[src/rtl/core/hfd_pkg.sv]
`default_nettype none

package hfd_pkg;

  // Tree and stack sizes.
  localparam int MAX_NODES   = 512;
  localparam int STACK_DEPTH = 256;

  // Derived widths.
  localparam int NODE_AW = $clog2(MAX_NODES);
  localparam int STK_AW  = $clog2(STACK_DEPTH);
  localparam int DEPTH_W = $clog2(STACK_DEPTH + 1);
  localparam int USED_W  = $clog2(MAX_NODES + 1);

  // Fixed field widths.
  localparam int SYM_W   = 8;
  localparam int COUNT_W = 32;
  localparam int BITS_W  = 4;

  localparam logic [BITS_W-1:0] SYM_BITS = BITS_W'(SYM_W);

  typedef enum logic [1:0] {
    PH_LOAD   = 2'd0,
    PH_DECODE = 2'd1,
    PH_DONE   = 2'd2,
    PH_STOP   = 2'd3
  } phase_t;

  typedef enum logic [1:0] {
    KIND_SYMBOL    = 2'd0,
    KIND_EARLY_END = 2'd1,
    KIND_NO_CHILD  = 2'd2,
    KIND_OVERFLOW  = 2'd3
  } kind_t;

  typedef struct packed {
    logic stream_bit;
    logic stream_end;
  } in_beat_t;

  typedef struct packed {
    kind_t            result_kind;
    logic [SYM_W-1:0] symbol_byte;
    logic             last;
  } out_beat_t;

  // One node table entry. The left child of an internal node is always the
  // next node in preorder, so only the right child is stored.
  typedef struct packed {
    logic               is_leaf;
    logic [SYM_W-1:0]   symbol;
    logic [NODE_AW-1:0] right;
  } node_ent_t;

  typedef struct packed {
    logic               we;
    logic [NODE_AW-1:0] waddr;
    node_ent_t          wdata;
    logic [NODE_AW-1:0] raddr;
  } node_req_t;

  typedef struct packed {
    logic               we;
    logic [STK_AW-1:0]  waddr;
    logic [NODE_AW-1:0] wdata;
    logic [STK_AW-1:0]  raddr;
  } stk_req_t;

endpackage

`default_nettype wire

[src/rtl/core/hfd_stack_ram.sv]
`default_nettype none

module hfd_stack_ram (
  input  wire                              clk,
  input  hfd_pkg::stk_req_t                req,
  output logic [hfd_pkg::NODE_AW-1:0]      rdata
);
  import hfd_pkg::*;

  logic [NODE_AW-1:0] mem [STACK_DEPTH];
  logic [NODE_AW-1:0] rdata_r;

  always_ff @(posedge clk) begin
    if (req.we) begin
      mem[req.waddr] <= req.wdata;
    end
    rdata_r <= mem[req.raddr];
  end

  assign rdata = rdata_r;

endmodule

`default_nettype wire

[config.mk]
export PLATFORM = sky130hd
export DESIGN_NAME = hfd_stack_ram
export DESIGN_NICKNAME = d
export VERILOG_FILES = /design/src/rtl/core/hfd_pkg.sv /design/src/rtl/core/hfd_stack_ram.sv
export SDC_FILE = /design/constraint.sdc
export NUM_CORES = 2
export LEC_CHECK = 0
export ABC_AREA = 1
export BUFFER_PORTS_ARGS = -buffer_cell sky130_fd_sc_hd__buf_2
export CAP_MARGIN = 20
export CORE_UTILIZATION = 30
export DETAILED_ROUTE_END_ITERATION = 8
export SLEW_MARGIN = 0
export SYNTH_ARGS = -nofsm -noshare
export SYNTH_HDL_FRONTEND = slang
export SYNTH_SLANG_ARGS = --single-unit
[constraint.sdc]
create_clock -name clk -period 1.7 [get_ports clk]
set_input_delay 0.085 -clock clk [delete_from_list [all_inputs] [get_ports clk]]
set_output_delay 0.085 -clock clk [all_outputs]
set_load 0.1 [all_outputs]
==> results by group <==
Placed design
  – Dpl hpwl: 175000 um
  – Placer Congestion: between 0.8 and 0.9
  – PortBufs: 35

Critical path
  – Worst r2r path cells: 10
  – CP Class: reg2reg
  – CP max stage delay: 0.38 ns
  – Critical-path cell list: nand2_1 > nand3_1 > nand3_1 > nand3_1 > nand3_2 > nand3_1 > nand3_1 > nand2_2 > nand2_1 > nand2_1
  – CP most frequent cell: nand3_1
  – Crit path DAT: 2.47 ns
  – Critical Path End: rdata[1]
  – FF-to-FF End: rdata[1]
  – Worst r2r src: mem[13][1]
  – Crit Path Max Fanout: 1
  – Crit path from: mem[13][1]
  – R2R setup slack: ~0.0013 ns
  – Worst setup EP type: flip-flop
  – Critical-path top delay cell: edfxtp_1
  – Critical Path Start Type: flip-flop
  – Worst path required time: 2.47 ns

Clock network
  – CTS Buffer Depth: 4
  – TritonCTS Buffers: 229
  – TritonCTS clock tree: built
  – Htree depth: 4
  – CTS root buf: clkbuf_16
  – Clock sinks: roughly 2300
  – Worst-skew pair later-pin latency: roughly 0.90 ns
  – Clock transition at path regs: 0.06 ns

Synth
  – Number of distinct library cells after synthesis: 15
  – Synth Register Bits: between 2000 and 2500
  – Yosys warning count: 0
  – Biggest area consumer among synthesized cells: edfxtp_1
  – Cell Area, Synth: 93500 um^2
  – Post-Synthesis Cells: 7826
  – Register area share after synthesis: 74.2%
  – Syn_nets: 7853
  – Top cell type's share of synthesized area: about three quarters
  – Syn avg cell area: between 10 and 15 um^2
  – Synth area leaders: edfxtp_1 74%, nand3_1 12%, nand2_1 9.6%

STA
  – WHS: 0.0585 ns
  – Final period utilization: 99.9%
  – Final Critical Period: 1.70 ns
  – Worst slew margin: 50.2%
  – Finish-stage setup viols: 0
  – Final Skew: 0.0720 ns
  – Max Fclk: roughly 0.59 GHz
  – RSZ-0062 raised after global routing: true
  – Worst-margin pin slew: 0.743 ns
  – Pins Over Slew Limit: 0
  – Final Hold Fails: 0

GRT
  – Largest net degree at the start of global routing: 73
  – Initial antenna violation count: 16
  – Gr ovfl total: 0
  – Number of global-route vias before repair: 61500
  – GRT Total Usage: between 10% and 20%
  – First-pass GRT wire length: between 400000 and 500000 um

Pwr
  – Peak VDD IR: 785 uV
  – Leak: 39.8 nW
  – Tot Pwr: about 120 mW
  – PwrDens: 1070 nW/um^2

Floorplan
  – Top Ports: 36
  – DIE HEIGHT: 560 um
  – Initial Util: 30.2%
  – Die ar.: 314000 um^2
  – Chip Width: 560 um
  – Core ar.: 309000 um^2
  – Standard-cell rows: 204

Drt
  – Routed WL per cell: 21.9 um
  – DRT Pass-1 Iters: 8
  – Drt initial violations: 7284
  – Routed vias: between 60000 and 70000
  – Vias/cell: 5.01
  – Final WL: approximately 280000 um
  – WL met1: around 110000 um
  – DRC: 0
  – Antenna Nets Post-Route: 0
  – WL met2: 130000 um
  – Wire length on met3: 22600 um
  – Highest routed metal layer: met5

Layout
  – Nets@finish: about 8400
  – Fin util: 36.5%
  – Layout cells sized above 1: 15.1%
  – FILL cells: 29500
  – P&R area growth vs syn: 20.6%

Run
  – Max-Cap Viols: 0

Min path
  – Hold Crit Class: in2reg

Status
  – Outcome: completed
==> critical path, delay by kind of cell (launching register included) <==
kind	cells	cell delay (ns)
flops	1	0.38
simple gates	10	1.21
==> what timing repair did <==
item                       4_1_cts  5_1_grt
hold endpoints to repair      2304        0
setup endpoints to repair       18        9
buffers inserted                 0        0
pin swaps                        6       18
resized for setup              113       90
hold buffers                    17        0
==> cell usage after synthesis <==
cell      instances
nand2_1        2384
inv_4             1
edfxtp_1       2304
nor2_1          283
clkinv_1          3
dfxtp_1           9
buf_2           326
clkbuf_1        115
nand3_1        2271
inv_1            31
clkinv_2          1
buf_1            55
buf_6            15
inv_2             3
buf_4            25
==> routing by layer <==
layer  up-vias  GRT usage, %
met2      2737          27.8
met1     31300          22.7
met5         -             0
met3       535          2.93
met4         4          7.59
li1      28900             -
==> worst min-delay path by stage <==
| stage | slack (ns) | from | cells past startpoint | to |
|---|---|---|---|---|
| 2_1_floorplan | 0.18 | req[8] | 0 | mem[0][0] |
| 6_report | 0.06 | req[18] | 6 | mem[174][3] |
| 3_5_place_dp | 0.52 | req[10] | 1 | mem[233][2] |
| 5_1_grt | 0.1 | req[18] | 6 | mem[174][3] |
| 3_3_place_gp | 0.52 | req[10] | 1 | mem[232][2] |
| 4_1_cts | 0.004 | req[18] | 6 | mem[174][3] |
==> cells in the final DEF, fill, tap and decap left out <==
master         count
clkbuf_8           1
dfxtp_2            4
inv_8              2
clkbuf_16        230
bufinv_16         19
buf_6              8
nand3_2          103
diode_2            7
clkinv_2          46
clkbuf_1          45
inv_1             31
buf_2             12
buf_4            610
inv_2              1
dlygate4sd3_1     17
buf_8             12
inv_6              1
nor2_1           283
nand3_4           29
clkinv_8           3
dfxtp_1            2
clkinv_4           2
inv_16             2
buf_12           180
dfxtp_4            3
nand3_1         2139
clkinvlp_4         8
clkinv_1          50
nand2_1         2375
clkinv_16          2
nand2_2            9
edfxtp_1        2304
==> state kept, by name, indices dropped and copies added, names as in the netlist <==
signal  cells
rdata       9
mem      2304
==> final cells by class <==
| class | count | area, um^2 | share of cell area [%] |
|---|---|---|---|
| sequential | 2313 | 69400 | 61.5 |
| multi-input combinational | 4938 | 22300 | 19.7 |
| timing repair buffer | 839 | 8680 | 7.70 |
| clock buffer | 276 | 5940 | 5.26 |
| tap | 4120 | 5150 | 4.57 |
| clock inverter | 128 | 1170 | 1.04 |
| inverter | 39 | 191 | 0.170 |
| antenna | 7 | 17.5 | 0.0155 |
==> report_power, final <==
| group | switching, mW | internal (mW) | leakage (nW) |
|---|---|---|---|
| Clock | 21.3 | 27.6 | 3.48 |
| Combinational | 6.25 | 2.81 | 15.6 |
| Sequential | 0.0709 | 62.8 | 20.8 |
| Total | 27.7 | 93.3 | 39.8 |
==> logic make-up after synthesis <==
group         synth area share [%]
buf+inv                       2.97
flops                         74.2
simple gates                  22.9
==> stage by stage <==
| step | instances | setup TNS (ns) | instance area [um^2] | setup slack [ns] |
|---|---|---|---|---|
| finish | 12700 | 0 | 113000 | 0.00125 |
| global route | 12700 | -0.119 | 113000 | -0.0408 |
| CTS | 12700 | -0.0278 | 112000 | -0.0278 |
| detailed placement | 12200 | -8.93 | 105000 | -1.04 |
| global placement | 12200 | -8.47 | 105000 | -1.05 |
| floorplan | 7826 | 0 | 93500 | 0.0782 |
Power figures use the tool's default switching activity.
