==> config.mk <==
export PLATFORM = sky130hd
export DESIGN_NAME = hfd_out_q
export DESIGN_NICKNAME = d
export VERILOG_FILES = /design/src/rtl/core/hfd_pkg.sv /design/src/rtl/core/hfd_out_q.sv
export SDC_FILE = /design/constraint.sdc
export NUM_CORES = 1
export LEC_CHECK = 0
export ABC_AREA = 1
export CAP_MARGIN = 5
export CORE_ASPECT_RATIO = 0.7
export CORE_MARGIN = 2
export CORE_UTILIZATION = 42
export CTS_CLUSTER_DIAMETER = 200
export DETAILED_ROUTE_END_ITERATION = 16
export DONT_BUFFER_PORTS = 1
export PLACE_DENSITY = 0.58
export SYNTH_ARGS = -nofsm -noshare
export SYNTH_HDL_FRONTEND = slang
export SYNTH_SLANG_ARGS = --single-unit
==> constraint.sdc <==
create_clock -name clk -period 1.5 [get_ports clk]
set_input_delay 0.075 -clock clk [delete_from_list [all_inputs] [get_ports clk]]
set_output_delay 0.075 -clock clk [all_outputs]
set_load 0.03 [all_outputs]
==> src/rtl/core/hfd_pkg.sv <==
`default_nettype none

package hfd_pkg;

  // Tree and stack sizes.
  localparam int MAX_NODES   = 512;
  localparam int STACK_DEPTH = 256;

  // Derived widths.
  localparam int NODE_AW = $clog2(MAX_NODES);
  localparam int STK_AW  = $clog2(STACK_DEPTH);
  localparam int DEPTH_W = $clog2(STACK_DEPTH + 1);
  localparam int USED_W  = $clog2(MAX_NODES + 1);

  // Fixed field widths.
  localparam int SYM_W   = 8;
  localparam int COUNT_W = 32;
  localparam int BITS_W  = 4;

  localparam logic [BITS_W-1:0] SYM_BITS = BITS_W'(SYM_W);

  typedef enum logic [1:0] {
    PH_LOAD   = 2'd0,
    PH_DECODE = 2'd1,
    PH_DONE   = 2'd2,
    PH_STOP   = 2'd3
  } phase_t;

  typedef enum logic [1:0] {
    KIND_SYMBOL    = 2'd0,
    KIND_EARLY_END = 2'd1,
    KIND_NO_CHILD  = 2'd2,
    KIND_OVERFLOW  = 2'd3
  } kind_t;

  typedef struct packed {
    logic stream_bit;
    logic stream_end;
  } in_beat_t;

  typedef struct packed {
    kind_t            result_kind;
    logic [SYM_W-1:0] symbol_byte;
    logic             last;
  } out_beat_t;

  // One node table entry. The left child of an internal node is always the
  // next node in preorder, so only the right child is stored.
  typedef struct packed {
    logic               is_leaf;
    logic [SYM_W-1:0]   symbol;
    logic [NODE_AW-1:0] right;
  } node_ent_t;

  typedef struct packed {
    logic               we;
    logic [NODE_AW-1:0] waddr;
    node_ent_t          wdata;
    logic [NODE_AW-1:0] raddr;
  } node_req_t;

  typedef struct packed {
    logic               we;
    logic [STK_AW-1:0]  waddr;
    logic [NODE_AW-1:0] wdata;
    logic [STK_AW-1:0]  raddr;
  } stk_req_t;

endpackage

`default_nettype wire

==> src/rtl/core/hfd_out_q.sv <==
`default_nettype none

// Two-entry result queue: the visible output register plus one skid entry.
module hfd_out_q (
  input  wire                clk,
  input  wire                rst_n,
  input  wire                push,
  input  hfd_pkg::out_beat_t push_data,
  output logic               full,
  output logic               out_valid,
  input  wire                out_stall,
  output hfd_pkg::out_beat_t out_data
);
  import hfd_pkg::*;

  logic      out_valid_r, out_valid_nxt;
  logic      skid_valid_r, skid_valid_nxt;
  out_beat_t out_data_r, out_data_nxt;
  out_beat_t skid_data_r, skid_data_nxt;
  logic      pop;

  assign pop = out_valid_r && !out_stall;

  always_comb begin
    out_valid_nxt  = out_valid_r;
    out_data_nxt   = out_data_r;
    skid_valid_nxt = skid_valid_r;
    skid_data_nxt  = skid_data_r;
    if (!out_valid_r || pop) begin
      if (skid_valid_r) begin
        out_valid_nxt  = 1'b1;
        out_data_nxt   = skid_data_r;
        skid_valid_nxt = push;
        skid_data_nxt  = push_data;
      end else begin
        out_valid_nxt = push;
        out_data_nxt  = push_data;
      end
    end else if (push) begin
      skid_valid_nxt = 1'b1;
      skid_data_nxt  = push_data;
    end
  end

  always_ff @(posedge clk) begin
    if (!rst_n) begin
      out_valid_r  <= 1'b0;
      skid_valid_r <= 1'b0;
    end else begin
      out_valid_r  <= out_valid_nxt;
      skid_valid_r <= skid_valid_nxt;
    end
  end

  always_ff @(posedge clk) begin
    out_data_r  <= out_data_nxt;
    skid_data_r <= skid_data_nxt;
  end

  assign full      = skid_valid_r;
  assign out_valid = out_valid_r;
  assign out_data  = out_data_r;

endmodule

`default_nettype wire

==> reports/summary.txt <==
status: completed
core outline area: 1940 µm²
final setup margin: 0.112 ns
most common cell in the netlist: nand2_1
syn nets: 86
Critical Path, Cell by Cell: buf_8, nand3_1, nand2_1, inv_1, nor2_1, dlygate4sd3_1
drt drc: 0
antenna violations before repair: 0
R2R depth: 6
Critical Path Max Stage Delay: 0.54 ns
Final setup viols: 0
Max Root-Sink Buffers: 2
Setup Skew: 0.00113 ns
global routing met2 resource utilization: 19.6%
VDD IR max: 0.000547 V
Post-DRT Antenna Nets: 0
Post-DP HPWL: 915 µm
setup repair bufs after CTS: 0
fraction of layout cells with a size suffix above 1: 11.0%
Final Hold Fails: 0
worst hold start: push
RSZ-0062 raised after global routing: no
hold crit path type: in2reg
hold slack final: 0.217 ns
H-Tree Depth: 1
multi-input logic area: 170 µm²
clock-pin slew on the worst setup and hold paths: 0.12 ns
CTS sink count: 24
gr busiest metal: met2
hold path depth: 1
largest net degree at the start of global routing: 15
area delta synth->final: 24.5%
area of the die: 2530 µm²
worst slew pin tran: 0.312 ns
share of Yosys cell area claimed by the top area cell type: 73.6%
Seq cells post-synth: 24
final WL: 1.38 mm
startpoint types: flip-flop
flop2flop setup slack: 0.11 ns
Slew HR: 79.2%
CP Class: reg2reg
crit end category: flip-flop
Max FO, Critical Path: 14
vias: 526
Power, Total: 1.23 mW
Max-Cap Viols: 0
Reg area: 702 µm²
Synth async-reset ratio: 0%
DR WL/cell: 12.2 µm
all-layer global routing usage: 12.5%
CP arrival: 1.65 ns
Avg Vias per Cell: 4.65
Hold Path End: skid_data_r[8]$_DFFE_PP_
gr ovfl total: 0
Pre-antenna DRT Iters: 4
Synth Area in Simple Gates: 16.9%
post-layout minimum cycle time: 1.39 ns
Lkg Pwr: 0.458 nW
M3 GR Usage: 7.62%
Port Buffers: 0
CP required: 1.76 ns
# diodes: 0
worst flop-to-flop path endpoint: full$_SDFFE_PN0P_
io pins: 28
final period utilization: 92.5%
Post-synth top cells: nand2_1 (37), edfxtp_1 (22), dfxtp_1 (2), inv_1 (2), nor2_1 (2)
# fillers: 150
Rows: 13
Top FF cell, synth: edfxtp_1
Synth Warn #: 0
Setup TNS: 0 ns
CTS tree: done
RePlAce Congestion: 0.802
Max Clk Rate: 720 MHz
dominant cells by area after synthesis: edfxtp_1 (74%), nand2_1 (15%), dfxtp_1 (4.5%)
Mapped Area: 897 µm²
register area share after synthesis: 78.1%
worst-skew pair later-pin latency: 0.31 ns
Die W: 59.2 µm
Netlist cell types: 11
vias in the first global route: 469
Mean Syn Cell Area: 12.6 µm²
Synth Area in XOR/XNOR: 0%
PwrDens: 1100 nW/µm²
clk root buf: clkbuf_4
Nets: 107
Die H: 42.7 µm
Synth area leader: edfxtp_1
met1 usage: 13.1%
Post-synth EDFFs: 22
main combinational cell family by area after synthesis: simple AND/OR/NAND/NOR gates
Synth Area in Adders: 0%
Starting Density: 46.3%
CP max-delay cell: dlygate4sd3_1
max-slew violations: 0
post-synthesis mux area share: 0%
pre-CTS WS: 0.334 ns
first-pass GRT wire length: 2.21 mm
FF-to-FF Start: full$_SDFFE_PN0P_
Top delay family on crit path: buffers and inverters
Post-Synthesis Cells: 71
Synth Area in Compound Gates: 1.67%
TritonCTS Buffers: 3
Initial DRC Count: 8
Crit path buffers/inverters: 3
[logic make-up after synthesis]
| family | Yosys count |
|---|---|
| buf+inv | 5 |
| simple gates | 40 |
| compound gates | 2 |
| flops | 24 |
[routing by layer]
| layer | wire length (µm) | vias up |
|---|---|---|
| met5 | 0 | - |
| met4 | 26 | 0 |
| met3 | 105 | 4 |
| met2 | 657 | 22 |
| met1 | 589 | 227 |
| li1 | - | 273 |
[cell usage in the layout, fill, tap and decap left out]
cell and instances:
edfxtp_1 22, dfxtp_2 1, o21a_2 1, inv_2 1, dlygate4sd3_1 15, nand3_1 1
a21boi_0 1, nand2_1 36, dfxtp_1 1, buf_8 1, nor2_1 2, nand2_2 1
buf_4 2, clkinv_1 1, clkbuf_4 3, inv_1 2
[sequential cells by signal, indices dropped and copies added (netlist names)]
register and cells:
out_valid 1, full 1, out_data 11, skid_data_r 11
[how the worst max path moves through the flow]
| stage | start | to | slack (ns) | cells after the start |
|---|---|---|---|---|
| floorplan | out_valid$_SDFFE_PN0P_ | skid_data_r[0]$_DFFE_PP_ | 0.05 | 3 |
| global route | out_valid$_SDFFE_PN0P_ | full$_SDFFE_PN0P_ | 0.02 | 6 |
| global placement | full$_SDFFE_PN0P_ | skid_data_r[0]$_DFFE_PP_ | 0.36 | 3 |
| CTS | full$_SDFFE_PN0P_ | full$_SDFFE_PN0P_ | 0.03 | 6 |
| detailed placement | out_valid$_SDFFE_PN0P_ | skid_data_r[0]$_DFFE_PP_ | 0.33 | 3 |
| finish | full$_SDFFE_PN0P_ | full$_SDFFE_PN0P_ | 0.11 | 6 |
[where the power goes]
group / switching [mW] / leakage, nW / internal [mW]
clock network: 0.183 / 0.0154 / 0.0974
logic: 0.0506 / 0.209 / 0.0447
registers: 0.0673 / 0.233 / 0.785
total: 0.300 / 0.458 / 0.927
[through the flow]
stage	util (%)	cell area (µm²)	cells
final	57.7	1120	113
after global routing	57.7	1120	113
after CTS	57.3	1110	113
after detailed placement	48.2	932	94
after global placement	48.2	932	94
after floorplan	-	901	71
[area by class of cell]
cell class                 instances  share of cell area (%)
clock buffer                       3                    2.02
clock inverter                     1                   0.336
timing repair buffer              18                    16.1
multi-input combinational         42                    15.2
inverter                           3                    1.01
tap                               22                    2.46
sequential                        24                    62.8
[repair_timing]
item                                   in CTS  in global routing
hold buffers                               15                  0
setup endpoints to repair                   0                  1
resized for setup                           0                  3
endpoints found under the hold margin      27                  0
Power figures use the tool's default switching activity.
