## src/rtl/core/hfd_pkg.sv

```systemverilog
`default_nettype none

package hfd_pkg;

  // Tree and stack sizes.
  localparam int MAX_NODES   = 512;
  localparam int STACK_DEPTH = 256;

  // Derived widths.
  localparam int NODE_AW = $clog2(MAX_NODES);
  localparam int STK_AW  = $clog2(STACK_DEPTH);
  localparam int DEPTH_W = $clog2(STACK_DEPTH + 1);
  localparam int USED_W  = $clog2(MAX_NODES + 1);

  // Fixed field widths.
  localparam int SYM_W   = 8;
  localparam int COUNT_W = 32;
  localparam int BITS_W  = 4;

  localparam logic [BITS_W-1:0] SYM_BITS = BITS_W'(SYM_W);

  typedef enum logic [1:0] {
    PH_LOAD   = 2'd0,
    PH_DECODE = 2'd1,
    PH_DONE   = 2'd2,
    PH_STOP   = 2'd3
  } phase_t;

  typedef enum logic [1:0] {
    KIND_SYMBOL    = 2'd0,
    KIND_EARLY_END = 2'd1,
    KIND_NO_CHILD  = 2'd2,
    KIND_OVERFLOW  = 2'd3
  } kind_t;

  typedef struct packed {
    logic stream_bit;
    logic stream_end;
  } in_beat_t;

  typedef struct packed {
    kind_t            result_kind;
    logic [SYM_W-1:0] symbol_byte;
    logic             last;
  } out_beat_t;

  // One node table entry. The left child of an internal node is always the
  // next node in preorder, so only the right child is stored.
  typedef struct packed {
    logic               is_leaf;
    logic [SYM_W-1:0]   symbol;
    logic [NODE_AW-1:0] right;
  } node_ent_t;

  typedef struct packed {
    logic               we;
    logic [NODE_AW-1:0] waddr;
    node_ent_t          wdata;
    logic [NODE_AW-1:0] raddr;
  } node_req_t;

  typedef struct packed {
    logic               we;
    logic [STK_AW-1:0]  waddr;
    logic [NODE_AW-1:0] wdata;
    logic [STK_AW-1:0]  raddr;
  } stk_req_t;

endpackage

`default_nettype wire

```

## src/rtl/core/hfd_ctrl.sv

```systemverilog
`default_nettype none

// Tree builder and tree walker. A beat is taken in a cycle that issues the
// memory reads; the next cycle finishes it with the read data.
module hfd_ctrl (
  input  wire                               clk,
  input  wire                               rst_n,
  input  wire                               in_valid,
  output logic                              in_stall,
  input  hfd_pkg::in_beat_t                 in_data,
  input  wire                               cfg_wr_en,
  input  wire  [hfd_pkg::COUNT_W-1:0]       cfg_wr_data,
  input  wire                               outq_full,
  output logic                              push,
  output hfd_pkg::out_beat_t                push_data,
  output hfd_pkg::node_req_t                node_req,
  input  hfd_pkg::node_ent_t                node_rdata,
  output hfd_pkg::stk_req_t                 stk_req,
  input  wire  [hfd_pkg::NODE_AW-1:0]       stk_rdata
);
  import hfd_pkg::*;

  phase_t             phase_r, phase_nxt;
  logic               busy_r;
  logic               bit_r, end_r;
  logic [COUNT_W-1:0] count_r;
  logic [DEPTH_W-1:0] depth_r, depth_nxt;
  logic [USED_W-1:0]  used_r, used_nxt;
  logic [SYM_W-1:0]   shift_r, shift_nxt;
  logic [BITS_W-1:0]  bits_left_r, bits_left_nxt;
  logic [NODE_AW-1:0] cur_idx_r, cur_idx_nxt;
  node_ent_t          cur_ent_r, cur_ent_nxt;
  node_ent_t          root_r, root_nxt;
  logic [COUNT_W-1:0] bytes_r, bytes_nxt;

  logic               accept;
  logic               cur_leaf;
  logic [NODE_AW-1:0] cur_right;
  logic [NODE_AW-1:0] next_a, next_b;
  logic               add_a, wr_a, n_fits;
  node_ent_t          new_ent_a;
  logic               has_par, pop, stack_full;
  logic [DEPTH_W-1:0] depth_pop;
  logic               leaf_add, int_add;
  logic               wr_b;
  logic [NODE_AW-1:0] wr_b_addr;
  node_ent_t          wr_b_data;
  logic [DEPTH_W-1:0] depth_new;

  assign in_stall = busy_r || outq_full;
  assign accept   = in_valid && !in_stall;

  // The root entry lives in a register so that a walk can restart at once.
  assign cur_leaf  = (cur_idx_r == '0) ? root_r.is_leaf : cur_ent_r.is_leaf;
  assign cur_right = (cur_idx_r == '0) ? root_r.right : cur_ent_r.right;
  assign next_a    = in_data.stream_bit ? cur_right : cur_idx_r + NODE_AW'(1);
  assign next_b    = bit_r ? cur_right : cur_idx_r + NODE_AW'(1);

  assign n_fits = used_r < USED_W'(MAX_NODES);
  assign add_a  = (phase_r == PH_LOAD) && (count_r != '0) && !in_data.stream_end &&
                  ((bits_left_r == BITS_W'(1)) ||
                   ((bits_left_r == '0) && !in_data.stream_bit));
  assign wr_a   = accept && add_a && n_fits;

  always_comb begin
    new_ent_a.is_leaf = (bits_left_r == BITS_W'(1));
    new_ent_a.symbol  = new_ent_a.is_leaf ? {shift_r[SYM_W-2:0], in_data.stream_bit} : '0;
    new_ent_a.right   = '0;
  end

  // Parent of a new node is the top of the stack; it is the right child's
  // parent, and is popped, unless the new node directly follows it.
  assign has_par    = (used_r != '0) && (depth_r != '0);
  assign pop        = has_par && (used_r != USED_W'(stk_rdata) + USED_W'(1));
  assign depth_pop  = depth_r - DEPTH_W'(pop);
  assign stack_full = depth_pop >= DEPTH_W'(STACK_DEPTH);

  always_comb begin
    phase_nxt     = phase_r;
    depth_nxt     = depth_r;
    used_nxt      = used_r;
    shift_nxt     = shift_r;
    bits_left_nxt = bits_left_r;
    cur_idx_nxt   = cur_idx_r;
    cur_ent_nxt   = cur_ent_r;
    root_nxt      = root_r;
    bytes_nxt     = bytes_r;
    wr_b          = 1'b0;
    wr_b_addr     = '0;
    wr_b_data     = '0;
    stk_req.we    = 1'b0;
    stk_req.waddr = '0;
    stk_req.wdata = '0;
    stk_req.raddr = STK_AW'(depth_r - DEPTH_W'(1));
    push          = 1'b0;
    push_data     = '0;
    leaf_add      = 1'b0;
    int_add       = 1'b0;
    depth_new     = depth_pop + DEPTH_W'(1);

    if (wr_a && (used_r == '0)) begin
      root_nxt = new_ent_a;
    end

    if (busy_r && ((phase_r == PH_LOAD) || (phase_r == PH_DECODE))) begin
      if (count_r == '0) begin
        phase_nxt = PH_DONE;
      end else if ((phase_r == PH_DECODE) && (bytes_r >= count_r)) begin
        phase_nxt = PH_DONE;
      end else if (end_r) begin
        phase_nxt             = PH_STOP;
        push                  = 1'b1;
        push_data.result_kind = KIND_EARLY_END;
        push_data.last        = 1'b1;
      end else if (phase_r == PH_LOAD) begin
        if (bits_left_r != '0) begin
          shift_nxt     = {shift_r[SYM_W-2:0], bit_r};
          bits_left_nxt = bits_left_r - BITS_W'(1);
          leaf_add      = (bits_left_r == BITS_W'(1));
        end else if (bit_r) begin
          bits_left_nxt = SYM_BITS;
          shift_nxt     = '0;
        end else begin
          int_add = 1'b1;
        end

        if (leaf_add || int_add) begin
          if (!n_fits || (int_add && stack_full)) begin
            phase_nxt             = PH_STOP;
            push                  = 1'b1;
            push_data.result_kind = KIND_OVERFLOW;
            push_data.last        = 1'b1;
          end else begin
            // The node itself was written when its last bit was taken; here
            // the parent gets its right link and the stack is updated.
            if (pop) begin
              wr_b              = 1'b1;
              wr_b_addr         = stk_rdata;
              wr_b_data.is_leaf = 1'b0;
              wr_b_data.symbol  = '0;
              wr_b_data.right   = used_r[NODE_AW-1:0];
              if (stk_rdata == '0) begin
                root_nxt = wr_b_data;
              end
            end
            if (int_add) begin
              stk_req.we    = 1'b1;
              stk_req.waddr = depth_pop[STK_AW-1:0];
              stk_req.wdata = used_r[NODE_AW-1:0];
              depth_new     = depth_pop + DEPTH_W'(1);
            end else begin
              depth_new = depth_pop;
            end
            depth_nxt = depth_new;
            used_nxt  = used_r + USED_W'(1);
            if (depth_new == '0) begin
              phase_nxt   = PH_DECODE;
              cur_idx_nxt = '0;
            end
          end
        end
      end else begin
        if (cur_leaf) begin
          phase_nxt             = PH_STOP;
          push                  = 1'b1;
          push_data.result_kind = KIND_NO_CHILD;
          push_data.last        = 1'b1;
        end else if (!node_rdata.is_leaf) begin
          cur_idx_nxt = next_b;
          cur_ent_nxt = node_rdata;
        end else begin
          bytes_nxt             = bytes_r + COUNT_W'(1);
          cur_idx_nxt           = '0;
          push                  = 1'b1;
          push_data.result_kind = KIND_SYMBOL;
          push_data.symbol_byte = node_rdata.symbol;
          push_data.last        = (bytes_nxt >= count_r);
          if (bytes_nxt >= count_r) begin
            phase_nxt = PH_DONE;
          end
        end
      end
    end
  end

  always_comb begin
    node_req.we    = wr_a || wr_b;
    node_req.waddr = busy_r ? wr_b_addr : used_r[NODE_AW-1:0];
    node_req.wdata = busy_r ? wr_b_data : new_ent_a;
    node_req.raddr = next_a;
  end

  always_ff @(posedge clk) begin
    if (!rst_n) begin
      phase_r     <= PH_LOAD;
      busy_r      <= 1'b0;
      count_r     <= '0;
      depth_r     <= '0;
      used_r      <= '0;
      bits_left_r <= '0;
      cur_idx_r   <= '0;
      bytes_r     <= '0;
    end else begin
      phase_r     <= phase_nxt;
      busy_r      <= accept;
      if (cfg_wr_en) begin
        count_r <= cfg_wr_data;
      end
      depth_r     <= depth_nxt;
      used_r      <= used_nxt;
      bits_left_r <= bits_left_nxt;
      cur_idx_r   <= cur_idx_nxt;
      bytes_r     <= bytes_nxt;
    end
  end

  always_ff @(posedge clk) begin
    if (accept) begin
      bit_r <= in_data.stream_bit;
      end_r <= in_data.stream_end;
    end
    shift_r   <= shift_nxt;
    cur_ent_r <= cur_ent_nxt;
    root_r    <= root_nxt;
  end

endmodule

`default_nettype wire

```

## config.mk

```make
export PLATFORM = sky130hd
export DESIGN_NAME = hfd_ctrl
export DESIGN_NICKNAME = d
export VERILOG_FILES = /design/src/rtl/core/hfd_pkg.sv /design/src/rtl/core/hfd_ctrl.sv
export SDC_FILE = /design/constraint.sdc
export NUM_CORES = 1
export LEC_CHECK = 0
export CORE_AREA = 2 2 121 123
export CTS_CLUSTER_DIAMETER = 60
export DETAILED_ROUTE_END_ITERATION = 8
export DIE_AREA = 0 0 123 125
export DONT_BUFFER_PORTS = 1
export PLACE_DENSITY = 0.8
export REMOVE_ABC_BUFFERS = 1
export SYNTH_ARGS = -nofsm -noshare
export SYNTH_HDL_FRONTEND = slang
export SYNTH_SLANG_ARGS = --single-unit
```

## constraint.sdc

```tcl
create_clock -name clk -period 9.85 [get_ports clk]
set_clock_uncertainty 0.05 [all_clocks]
set_input_delay 1.4775 -clock clk [delete_from_list [all_inputs] [get_ports clk]]
set_output_delay 1.4775 -clock clk [all_outputs]
set_load 0.05 [all_outputs]
```

==> out/results.ini, run 1 <==
[status]
status = finished, final reports clean

[worst_setup_path]
required_ns = 8.32
critPathKind = input pin to output port
worstPathMaxFanout = 17
ff2ff_setup_slack_ns = 4.94
cp-end-kind = output port
start_kind = input pin
arrival_ns = 5.88

[timing]
setup_violations = 0
whs_ns = 0.4402
tightest_slew_ns = 1.168
timing.final.crit_share_pct = 75.17
setup_slack_ns = 2.446
slew_headroom_pct = 19.87
finalMaxSlewViolations = 0
setup_tns_ns = 0
period_minus_slack_ns = 7.404
rsz0062_at_grt = no
finalHoldViolCount = 0
max_freq_mhz = 135.1

[logic_synthesis]
synthTopCellsByArea = dfxtp_1 (24%), ha_1 (11%), edfxtp_1 (6.0%), mux2i_1 (6.0%), xnor2_1 (5.3%)
synthXorXnorAreaFrac_pct = 8.323
synthMuxAreaShare_pct = 6.003
async_flop_share_pct = 0
synth_top_family_by_area = simple AND/OR/NAND/NOR gates
ys_ff_latch = 127
synth_ff_type = dfxtp_1
yosysMostFrequentCell = nor2_1
synth_adder_area_share_pct = 10.70
syn_avg_cell_area_um2 = 8.127
synth-seq-area-share_pct = 30.23
syn_inst = 1108
synth-simple-area-share_pct = 24.79
synth_edf_count = 18
ys_types = 72
yosys.area.top_type = dfxtp_1
synth_compound_area_share_pct = 15.05
synth_top_area_share_pct = 24.23
synth_common_cells = nor2_1 (111), dfxtp_1 (109), nand2_1 (89)
yosysWarnings = 0
syn_area_mm2 = 0.009005

[power_and_ir_drop]
vdd_drop_max_v = 0.0001234
p_per_area_mw_per_mm2 = 132.1
p_leak_nw = 3.862
power_mw = 1.281

[hold_path]
min_path_type = flip-flop to flip-flop

[routing]
via_per_inst = 6.348
vias = 8113
drcViolationCount = 0
ant_nets = 0
initialDrtViolationCount = 731
detail_route.first_pass.iterations = 5
wl_per_cell_um = 18.75
drt-total-wl_mm = 23.96

[clock_network]
cts_hold_buf = 0
cts-root-buf = clkbuf_16
cts-resized-gates = 0
clock-sinks = 127
cts_tree = yes
h-tree-depth = 4
clockBufferDepth = 2
clk_latency_ns = 0.43
cts_made_buffers = 17
postCtsSetupRepairBufs = 0
clk_pin_slew_ns = 0.06

[place]
post_dp_cell_area_mm2 = 0.009111
place.gp.congestion = 0.9544
port_buffers = 0
place_hpwl_mm = 17.67
dp_cells = 1245
place_ws_ns = 2.487

[finish]
fin_util_pct = 68.28
synthToLayoutAreaGrowth_pct = 7.698
fin_area_mm2 = 0.009698
drive_gt1_share_pct = 5.489
fin_cells = 1278
fill_cells = 1182
nets = 1223

[floorplan]
ios = 142
die-area_mm2 = 0.01538
die_w_um = 123
std_cell_rows = 44
fp.dieH_um = 125
initial_utilization_pct = 63.40
core_area_mm2 = 0.01420

[global_route]
overflow = 0
grt_pass1_wl_mm = 37.98
track_usage_pct = 31.50
grt_pass1_vias = 7421
grt_max_degree = 87
antenna_found_initial = 1

[job]
max_cap_viol_count = 0

-- cells in the final DEF, fill, tap and decap left out, drive strengths merged, types with 4 or more instances in the layout --
cell	instances
or3	26
a2111oi	4
or2	10
nand2b	7
mux2i	54
nor2	111
o21ai	60
nor3	20
buf	8
and4	5
nor3b	5
and2	31
nand2	89
ha	77
nor2b	4
nand4b	4
xor2	28
a21boi	4
inv	67
nor4	20
or4	14
a21oi	68
o21a	6
dfxtp	109
a21o	12
xnor2	55
nand4	23
edfxtp	18
o31ai	8
clkbuf	18
nand3	36
o211ai	17
and3	19
-- per-layer routing --
metal  global-route usage [%]  vias to the layer above  part of all wire [%]
li1                         -                     3912                     -
met1                    43.16                     3834                    45
met2                    47.55                      303                    44
met3                    6.706                       64                   7.1
met4                    14.17                        0                   3.9
met5                        0                        -                     0
-- critical path, stage by stage --
cell,delay [ns]
ha_1,0.25
and2_1,0.19
nor2b_1,0.12
o311ai_0,0.31
a2111oi_0,0.19
a31oi_1,0.27
ha_1,0.32
nor4b_1,0.58
a21boi_0,0.27
or2_2,0.37
or4_1,0.72
nor2_1,0.81
-- state kept, by name, summed over array words and instances (netlist names), 2 cells and up --
| name | cells |
|---|---|
| bits_left_r | 4 |
| bytes_r | 32 |
| count_r | 32 |
| cur_ent_r | 9 |
| cur_idx_r | 9 |
| depth_r | 9 |
| phase_r | 2 |
| root_r | 10 |
| shift_r | 7 |
| used_r | 10 |
-- final cells by class --
class                      instances  area (µm²)  area share, %
antenna                            1       2.502        0.02580
multi-input combinational        865        5869          60.52
sequential                       127        2723          28.07
clock buffer                      18       429.2          4.425
clock inverter                    14       155.1          1.600
tap                              184       230.2          2.374
inverter                          61       229.0          2.361
timing repair buffer               8       60.06         0.6193
-- where the power goes --
| part | internal (mW) | leakage (nW) | switching [mW] | total (mW) |
|---|---|---|---|---|
| clock network | 0.376 | 0.278 | 0.258 | 0.634 |
| registers | 0.535 | 1.05 | 0.0107 | 0.546 |
| logic | 0.0356 | 2.54 | 0.0652 | 0.101 |
| total | 0.947 | 3.86 | 0.334 | 1.28 |
-- logic make-up after synthesis --
group,Yosys count
buffers and inverters,116
adder cells (fa/ha/maj),77
flip-flops,127
XOR/XNOR,84
AO/OA/AOI/OAI,215
AND/OR/NAND/NOR,435
multiplexers,54
-- path summary, 6_finish.rpt --
| kind | to | startpoint | cells past startpoint |
|---|---|---|---|
| setup / recovery | stk_req[22] | stk_rdata[0] | 12 |
| hold / removal | root_r[0] | root_r[0] | 2 |
| setup reg to reg | cur_idx_r[4] | used_r[2] | 15 |
| hold reg to reg | root_r[0] | root_r[0] | 2 |
Note: power is estimated with default switching activity, not from simulation.
==> inputs of run 2 (changes only) <==
--- a/config.mk
+++ b/config.mk
@@ -5,12 +5,12 @@
 export SDC_FILE = /design/constraint.sdc
 export NUM_CORES = 1
 export LEC_CHECK = 0
-export CORE_AREA = 2 2 121 123
+export CORE_AREA = 2 2 127 129
 export CTS_CLUSTER_DIAMETER = 60
 export DETAILED_ROUTE_END_ITERATION = 8
-export DIE_AREA = 0 0 123 125
+export DIE_AREA = 0 0 129 131
 export DONT_BUFFER_PORTS = 1
-export PLACE_DENSITY = 0.8
+export PLACE_DENSITY = 0.77
 export REMOVE_ABC_BUFFERS = 1
 export SYNTH_ARGS = -nofsm -noshare
 export SYNTH_HDL_FRONTEND = slang
==> constraint.sdc (replaced) <==
create_clock -name clk -period 6.1 [get_ports clk]
set_clock_uncertainty 0.05 [all_clocks]
set_input_delay 0.915 -clock clk [delete_from_list [all_inputs] [get_ports clk]]
set_output_delay 0.915 -clock clk [all_outputs]
set_load 0.05 [all_outputs]
==> run 2 against run 1 <==
Against the previous run:
- global-route usage shrank 1.4 points
- die area grew 9.9%
- clock-buffer cell count shrank 1
- critical path type is now flip-flop to output port
- total power grew 65%
- largest power group unchanged
- register-to-register slack lost 3.6 ns
==> out/results.ini, run 2 (synthesized netlist as in run 1, its figures left out) <==
[timing]
tightest_slew_ns = 1.118  ; -0.05008 ns
rsz0062_at_grt = no
timing.final.crit_share_pct = 92.18
period_minus_slack_ns = 5.623
whs_ns = 0.4449  ; +0.004669 ns
setup_slack_ns = 0.4769  ; -1.969 ns
finalMaxSlewViolations = 0  ; unchanged
setup_tns_ns = 0  ; unchanged
max_freq_mhz = 177.8
finalHoldViolCount = 0  ; unchanged
slew_headroom_pct = 24.87  ; +5.0 points
setup_violations = 0  ; unchanged

[worst_setup_path]
arrival_ns = 4.66  ; -1.22 ns
slowest_stage = dfxtp_1
critPathKind = flip-flop to output port
slowest_delay_ns = 0.45  ; -0.36 ns
cp-end-kind = output port
required_ns = 5.13  ; -3.19 ns
start_kind = flip-flop
worstPathMaxFanout = 9  ; -8
path_cells = ha_1 -> nand3_1 -> nor2_4 -> nand4_1 -> or2_1 -> nor2_1 -> nand2_2 -> nor2_1 -> xor2_1 -> ha_1 -> a2111oi_0 -> o21ai_0 -> o21ai_0 -> o21ai_0 -> o21ai_0 -> a21oi_2 -> o21ai_0 -> a21oi_1 -> buf_4
cp_common_cell = o21ai_0

[power_and_ir_drop]
p_leak_nw = 4.162  ; +7.8%
power_mw = 2.115  ; +65%
p_per_area_mw_per_mm2 = 204.4  ; +55%
vdd_drop_max_v = 0.0002155  ; +75%

[finish]
reg_top3 = bytes_r (32), count_r (32)
seq_area_mm2 = 0.002723  ; unchanged
drive_gt1_share_pct = 9.499  ; +4.0 points
num_antenna_cells = 0  ; -1
synthToLayoutAreaGrowth_pct = 14.92
layout_commonest_cell = nor2_1
fin_util_pct = 66.35  ; -1.9 points
multi_input_area_mm2 = 0.005889  ; +0.34%
final_cell_mix = nor2_1 (110), dfxtp_1 (109), nand2_1 (88)
fin_area_mm2 = 0.01035  ; +6.7%
nets = 1267  ; +3.6%
fill_cells = 1290  ; +9.1%
fin_cells = 1353  ; +5.9%

[clock_network]
h-tree-depth = 4  ; unchanged
cts_hold_buf = 0  ; unchanged
postCtsSetupRepairBufs = 0  ; unchanged
cts-root-buf = clkbuf_16
cts_made_buffers = 17  ; unchanged
cts_tree = yes
clk_latency_ns = 0.43  ; about the same
clock-sinks = 127  ; unchanged
cts-resized-gates = 0  ; unchanged
clockBufferDepth = 2  ; unchanged
clk_pin_slew_ns = 0.06  ; about the same

[routing]
via_per_inst = 6.149  ; -3.1%
ant_nets = 0  ; unchanged
drcViolationCount = 0  ; unchanged
initialDrtViolationCount = 799  ; +9.3%
vias = 8319  ; +2.5%
drt-total-wl_mm = 24.96  ; +4.2%
detail_route.first_pass.iterations = 6  ; +1
wl_per_cell_um = 18.45  ; -1.6%

[global_route]
track_usage_pct = 30.07  ; -1.4 points
grt_pass1_vias = 7783  ; +4.9%
grt_max_degree = 87  ; unchanged
overflow = 0  ; unchanged
grt_pass1_wl_mm = 40.07  ; +5.5%
antenna_found_initial = 0  ; -1

[place]
port_buffers = 0  ; unchanged
post_dp_cell_area_mm2 = 0.009719  ; +6.7%
dp_cells = 1321  ; +6.1%
place_hpwl_mm = 18.36  ; +3.9%
place_ws_ns = 0.5884  ; -1.898 ns
place.gp.congestion = 0.9625  ; +0.85%

[floorplan]
core_area_mm2 = 0.01560  ; +9.8%
std_cell_rows = 46  ; +4.5%
initial_utilization_pct = 57.73  ; -5.7 points
die-area_mm2 = 0.01690  ; +9.9%
die_w_um = 129  ; +4.9%
fp.dieH_um = 131  ; +4.8%
ios = 142  ; unchanged

[status]
status = finished, final reports clean

[job]
max_cap_viol_count = 0  ; unchanged

[hold_path]
min_path_type = flip-flop to flip-flop

==> run 2: changes by cell type in the layout (fill, tap and decap cells not counted), moves of 2 or more <==
cell,previous run,this run
inv_6,5,3
clkinv_4,1,3
buf_12,0,19
buf_4,8,33
==> run 2: layout make-up <==
type,instances,area share [%]
Tap cell,216,2.612
Clock buffer,17,4.111
Sequential cell,127,26.31
Clock inverter,15,1.777
Inverter,61,2.213
Timing Repair Buffer,52,6.069
Multi-Input combinational cell,865,56.91
==> run 2: final timing paths <==
path / depth (start not counted) / to / startpoint / slack [ns]
hold reg to reg: 2 / root_r[0] / root_r[0] / 0.44
hold / removal: 2 / root_r[0] / root_r[0] / 0.44
setup / recovery: 19 / push_data[0] / bytes_r[0] / 0.48
setup reg to reg: 15 / phase_r[0] / depth_r[0] / 1.30
==> run 2: report_power, final <==
group | internal (mW) | switching, mW
logic | 0.0602 | 0.107
registers | 0.864 | 0.0174
clock network | 0.647 | 0.420
==> run 2: routing by layer <==
| layer | GRT usage [%] | vias to the layer above | part of all wire [%] |
|---|---|---|---|
| met3 | 6.474 | 54 | 7.3 |
| met2 | 48.62 | 354 | 46 |
| met5 | 0 | - | 0 |
| li1 | - | 4008 | - |
| met1 | 40.28 | 3903 | 44 |
| met4 | 9.783 | 0 | 2.4 |
==> run 2: worst max-delay path, delay by kind of cell (launching register included) <==
kind / cells / cell delay (ns)
buf+inv: 1 / 0.21
compound gates: 8 / 1.37
simple gates: 7 / 1.67
flops: 1 / 0.45
fa+ha+maj: 2 / 0.45
xor+xnor: 1 / 0.09
==> inputs of run 3 (changes only) <==
--- a/config.mk
+++ b/config.mk
@@ -5,6 +5,7 @@
 export SDC_FILE = /design/constraint.sdc
 export NUM_CORES = 1
 export LEC_CHECK = 0
+export ABC_AREA = 1
 export CORE_AREA = 2 2 127 129
 export CTS_CLUSTER_DIAMETER = 60
 export DETAILED_ROUTE_END_ITERATION = 8
@@ -12,6 +13,7 @@
 export DONT_BUFFER_PORTS = 1
 export PLACE_DENSITY = 0.77
 export REMOVE_ABC_BUFFERS = 1
+export SKIP_CTS_REPAIR_TIMING = 1
 export SYNTH_ARGS = -nofsm -noshare
 export SYNTH_HDL_FRONTEND = slang
 export SYNTH_SLANG_ARGS = --single-unit
==> run 3 against run 2 <==
Against the previous run:
- non-clock buffer count fell by 9
- sequential cell count unchanged
- synthesized area up 0.49%
- largest cell class unchanged
- largest power group unchanged
==> out/results.ini, run 3 <==
[power_and_ir_drop]
p_leak_nw = 4.723  ; +13%
p_per_area_mw_per_mm2 = 218.5  ; +6.9%
intPower_mw = 1.616  ; +2.9%
swShare_pct = 26.82  ; +1.1 points
vdd_drop_max_v = 0.0002088  ; -3.1%
p_sw_uw = 592.4  ; +8.9%
power_mw = 2.209  ; +4.4%
p_comb_share_pct = 10.9  ; +3.0 points
p_seq_share_pct = 39.9  ; -1.8 points
clkPwrFrac_pct = 49.2  ; -1.2 points

[clock_network]
cts_tree = yes
clk_pin_slew_ns = 0.05  ; about the same
clockBufferDepth = 2  ; unchanged
clk_latency_ns = 0.43  ; about the same
cts_made_buffers = 17  ; unchanged
h-tree-depth = 4  ; unchanged
cts-root-buf = clkbuf_16
clock-sinks = 127  ; unchanged

[routing]
ant_nets = 0  ; unchanged
detail_route.first_pass.iterations = 5  ; -1
wl_per_cell_um = 15.52  ; -16%
via_per_inst = 5.621  ; -8.6%
drcViolationCount = 0  ; unchanged
drt-total-wl_mm = 24.54  ; -1.7%
initialDrtViolationCount = 849  ; +6.3%
vias = 8887  ; +6.8%

[logic_synthesis]
synth_adder_area_share_pct = 10.65  ; -0.052 points
syn_inst = 1328  ; +20%
syn_avg_cell_area_um2 = 6.814  ; -16%
ys_types = 49  ; -32%
synth_ff_type = dfxtp_1
ys_ff_latch = 127  ; unchanged
async_flop_share_pct = 0  ; unchanged
yosysWarnings = 0  ; unchanged
synthXorXnorAreaFrac_pct = 5.171  ; -3.2 points
synth-simple-area-share_pct = 28.25  ; +3.5 points
synth_edf_count = 18  ; unchanged
synthTopCellsByArea = dfxtp_1 (24%), ha_1 (11%), nand2_1 (10%), inv_1 (7.3%), a21oi_1 (7.1%)
synth-seq-area-share_pct = 30.09  ; -0.15 points
yosysMostFrequentCell = nand2_1
synth_compound_area_share_pct = 15.98  ; +0.94 points
syn_area_mm2 = 0.009049  ; +0.49%
yosys.area.top_type = dfxtp_1
synth_top_area_share_pct = 24.12  ; -0.12 points
synthMuxAreaShare_pct = 0  ; -6.0 points
synth_top_family_by_area = simple AND/OR/NAND/NOR gates
synth_common_cells = nand2_1 (250), inv_1 (176), nor2_1 (148)

[place]
dp_cells = 1548  ; +17%
place_ws_ns = 0.7039  ; +0.1155 ns
place_hpwl_mm = 18.01  ; -1.9%
port_buffers = 0  ; unchanged
place.gp.congestion = 1.016  ; +5.6%

[worst_setup_path]
worst-path-stages = 22  ; +3
start_kind = input pin
critPathTopFamily = simple AND/OR/NAND/NOR gates
ff2ff_setup_slack_ns = 1.75  ; +0.45 ns
path_cells = inv_1 -> nor3_2 -> nand4_1 -> nor2_1 -> xnor3_1 -> nor2_1 -> nand4_1 -> and2_1 -> ha_1 -> inv_1 -> nor2_1 -> nand2_2 -> nor2_1 -> xor2_1 -> nand2_1 -> nand2_1 -> inv_2 -> nand2_1 -> nor2_4 -> nand3_2 -> o22ai_1 -> buf_4
slowest_delay_ns = 0.32  ; -0.13 ns
rr_worst_depth = 25  ; +10
r2r_end = cur_idx_r[7]
startpoint = stk_rdata[1]
cp-end-kind = output port
slowest_stage = nand3_2
worstPathMaxFanout = 18  ; +9
arrival_ns = 4.51  ; -0.15 ns
critPathKind = input pin to output port
r2r_start = used_r[0]
required_ns = 5.13  ; about the same
path_buf_inv = 4  ; +3
cp_common_cell = nor2_1

[global_route]
overflow = 0  ; unchanged
grt_pass1_vias = 8127  ; +4.4%
grt_pass1_wl_mm = 39.48  ; -1.5%
grt_max_degree = 85  ; -2.3%
antenna_found_initial = 0  ; unchanged
track_usage_pct = 29.31  ; -0.76 points

[finish]
fin_cells = 1581  ; +17%
fill_cells = 1407  ; +9.1%
drive_gt1_share_pct = 8.944  ; -0.55 points
synthToLayoutAreaGrowth_pct = 11.71
final_cell_mix = nand2_1 (250), inv_1 (176), nor2_1 (148)
reg_top3 = bytes_r (32), count_r (32)
nets = 1494  ; +18%
layout_commonest_cell = nand2_1

[floorplan]
initial_utilization_pct = 58.01  ; +0.28 points
fp.dieH_um = 131  ; unchanged
ios = 142  ; unchanged
core_area_mm2 = 0.01560  ; unchanged
die_w_um = 129  ; unchanged
std_cell_rows = 46  ; unchanged
die-area_mm2 = 0.01690  ; unchanged

[hold_path]
hold_path_depth = 1  ; -1
hold_path_end = used_r[0]
hp-start = used_r[0]
min_path_type = flip-flop to flip-flop

[job]
max_cap_viol_count = 0  ; unchanged

[timing]
setup_tns_ns = 0  ; unchanged
period_minus_slack_ns = 5.478  ; -0.1451 ns
slew_headroom_pct = 26.33  ; +1.5 points
max_freq_mhz = 182.5  ; +2.6%
finalMaxSlewViolations = 0  ; unchanged
setup_violations = 0  ; unchanged
finalHoldViolCount = 0  ; unchanged
setup_slack_ns = 0.6220  ; +0.1451 ns
timing.final.crit_share_pct = 89.80  ; -2.4 points
tightest_slew_ns = 1.097  ; -0.02122 ns
rsz0062_at_grt = no

[status]
status = finished, final reports clean

## run 3: power groups by stage
| stage | combinational (mW) | sequential, mW | clock (mW) |
|---|---|---|---|
| after global placement | 0.231 | 0.899 | 0 |
| final | 0.240 | 0.882 | 1.09 |
| after floorplan | 0.188 | 0.896 | 0 |
| after CTS | 0.239 | 0.882 | 1.09 |
| after detailed placement | 0.236 | 0.900 | 0 |
| after global routing | 0.270 | 0.884 | 1.13 |
## run 3: worst max path at each step
stage / end / slack [ns]
floorplan: push_data[0] / 0.24
global placement: node_req[36] / 0.87
detailed placement: node_req[36] / 0.70
CTS: node_req[33] / 0.68
global route: node_req[27] / 0.31
finish: node_req[33] / 0.62
## run 3: kinds of logic after synthesis
| group | after synthesis |
|---|---|
| and+or+nand+nor | 572 |
| AOI/OAI and AO/OA | 271 |
| buffers and inverters | 230 |
| DFF | 127 |
| adders and majority gates | 77 |
| xor gates and xnor gates | 51 |
## run 3: metal layers
| metal | GRT usage (%) | up-vias | part of all wire [%] |
|---|---|---|---|
| met5 | 0 | - | 0 |
| met4 | 10.23 | 0 | 2.2 |
| met3 | 5.782 | 45 | 7.6 |
| met2 | 46.06 | 359 | 44 |
| met1 | 40.37 | 4042 | 46 |
| li1 | - | 4441 | - |
## run 3: worst reg2reg max path: cells and delay by family (launching register included)
kind	cells	cell delay, ns
and+or+nand+nor	16	2.02
adders and majority gates	3	0.79
buffers and inverters	5	0.56
AOI/OAI and AO/OA	1	0.43
DFF	1	0.39
## run 3: cell type report
type                            instances  area (µm²)  share of cell area [%]
Multi-Input combinational cell        971        5454                   53.95
Sequential cell                       127        2723                   26.93
Inverter                              191       718.2                   7.105
Clock buffer                           17       425.4                   4.208
Timing Repair Buffer                   43       322.8                   3.193
Tap cell                              216       270.3                   2.674
Clock inverter                         15       192.7                   1.906
Antenna cell                            1       2.502                 0.02476
## run 3: metrics by stage
step                cell area [µm²]  util [%]  hold WS (ns)
global route                  10110     64.79        0.4910
global placement               9488     60.83        0.4292
floorplan                      8875         -        0.4128
CTS                           10110     64.79        0.4575
finish                        10110     64.81        0.4553
detailed placement             9488     60.83        0.4447
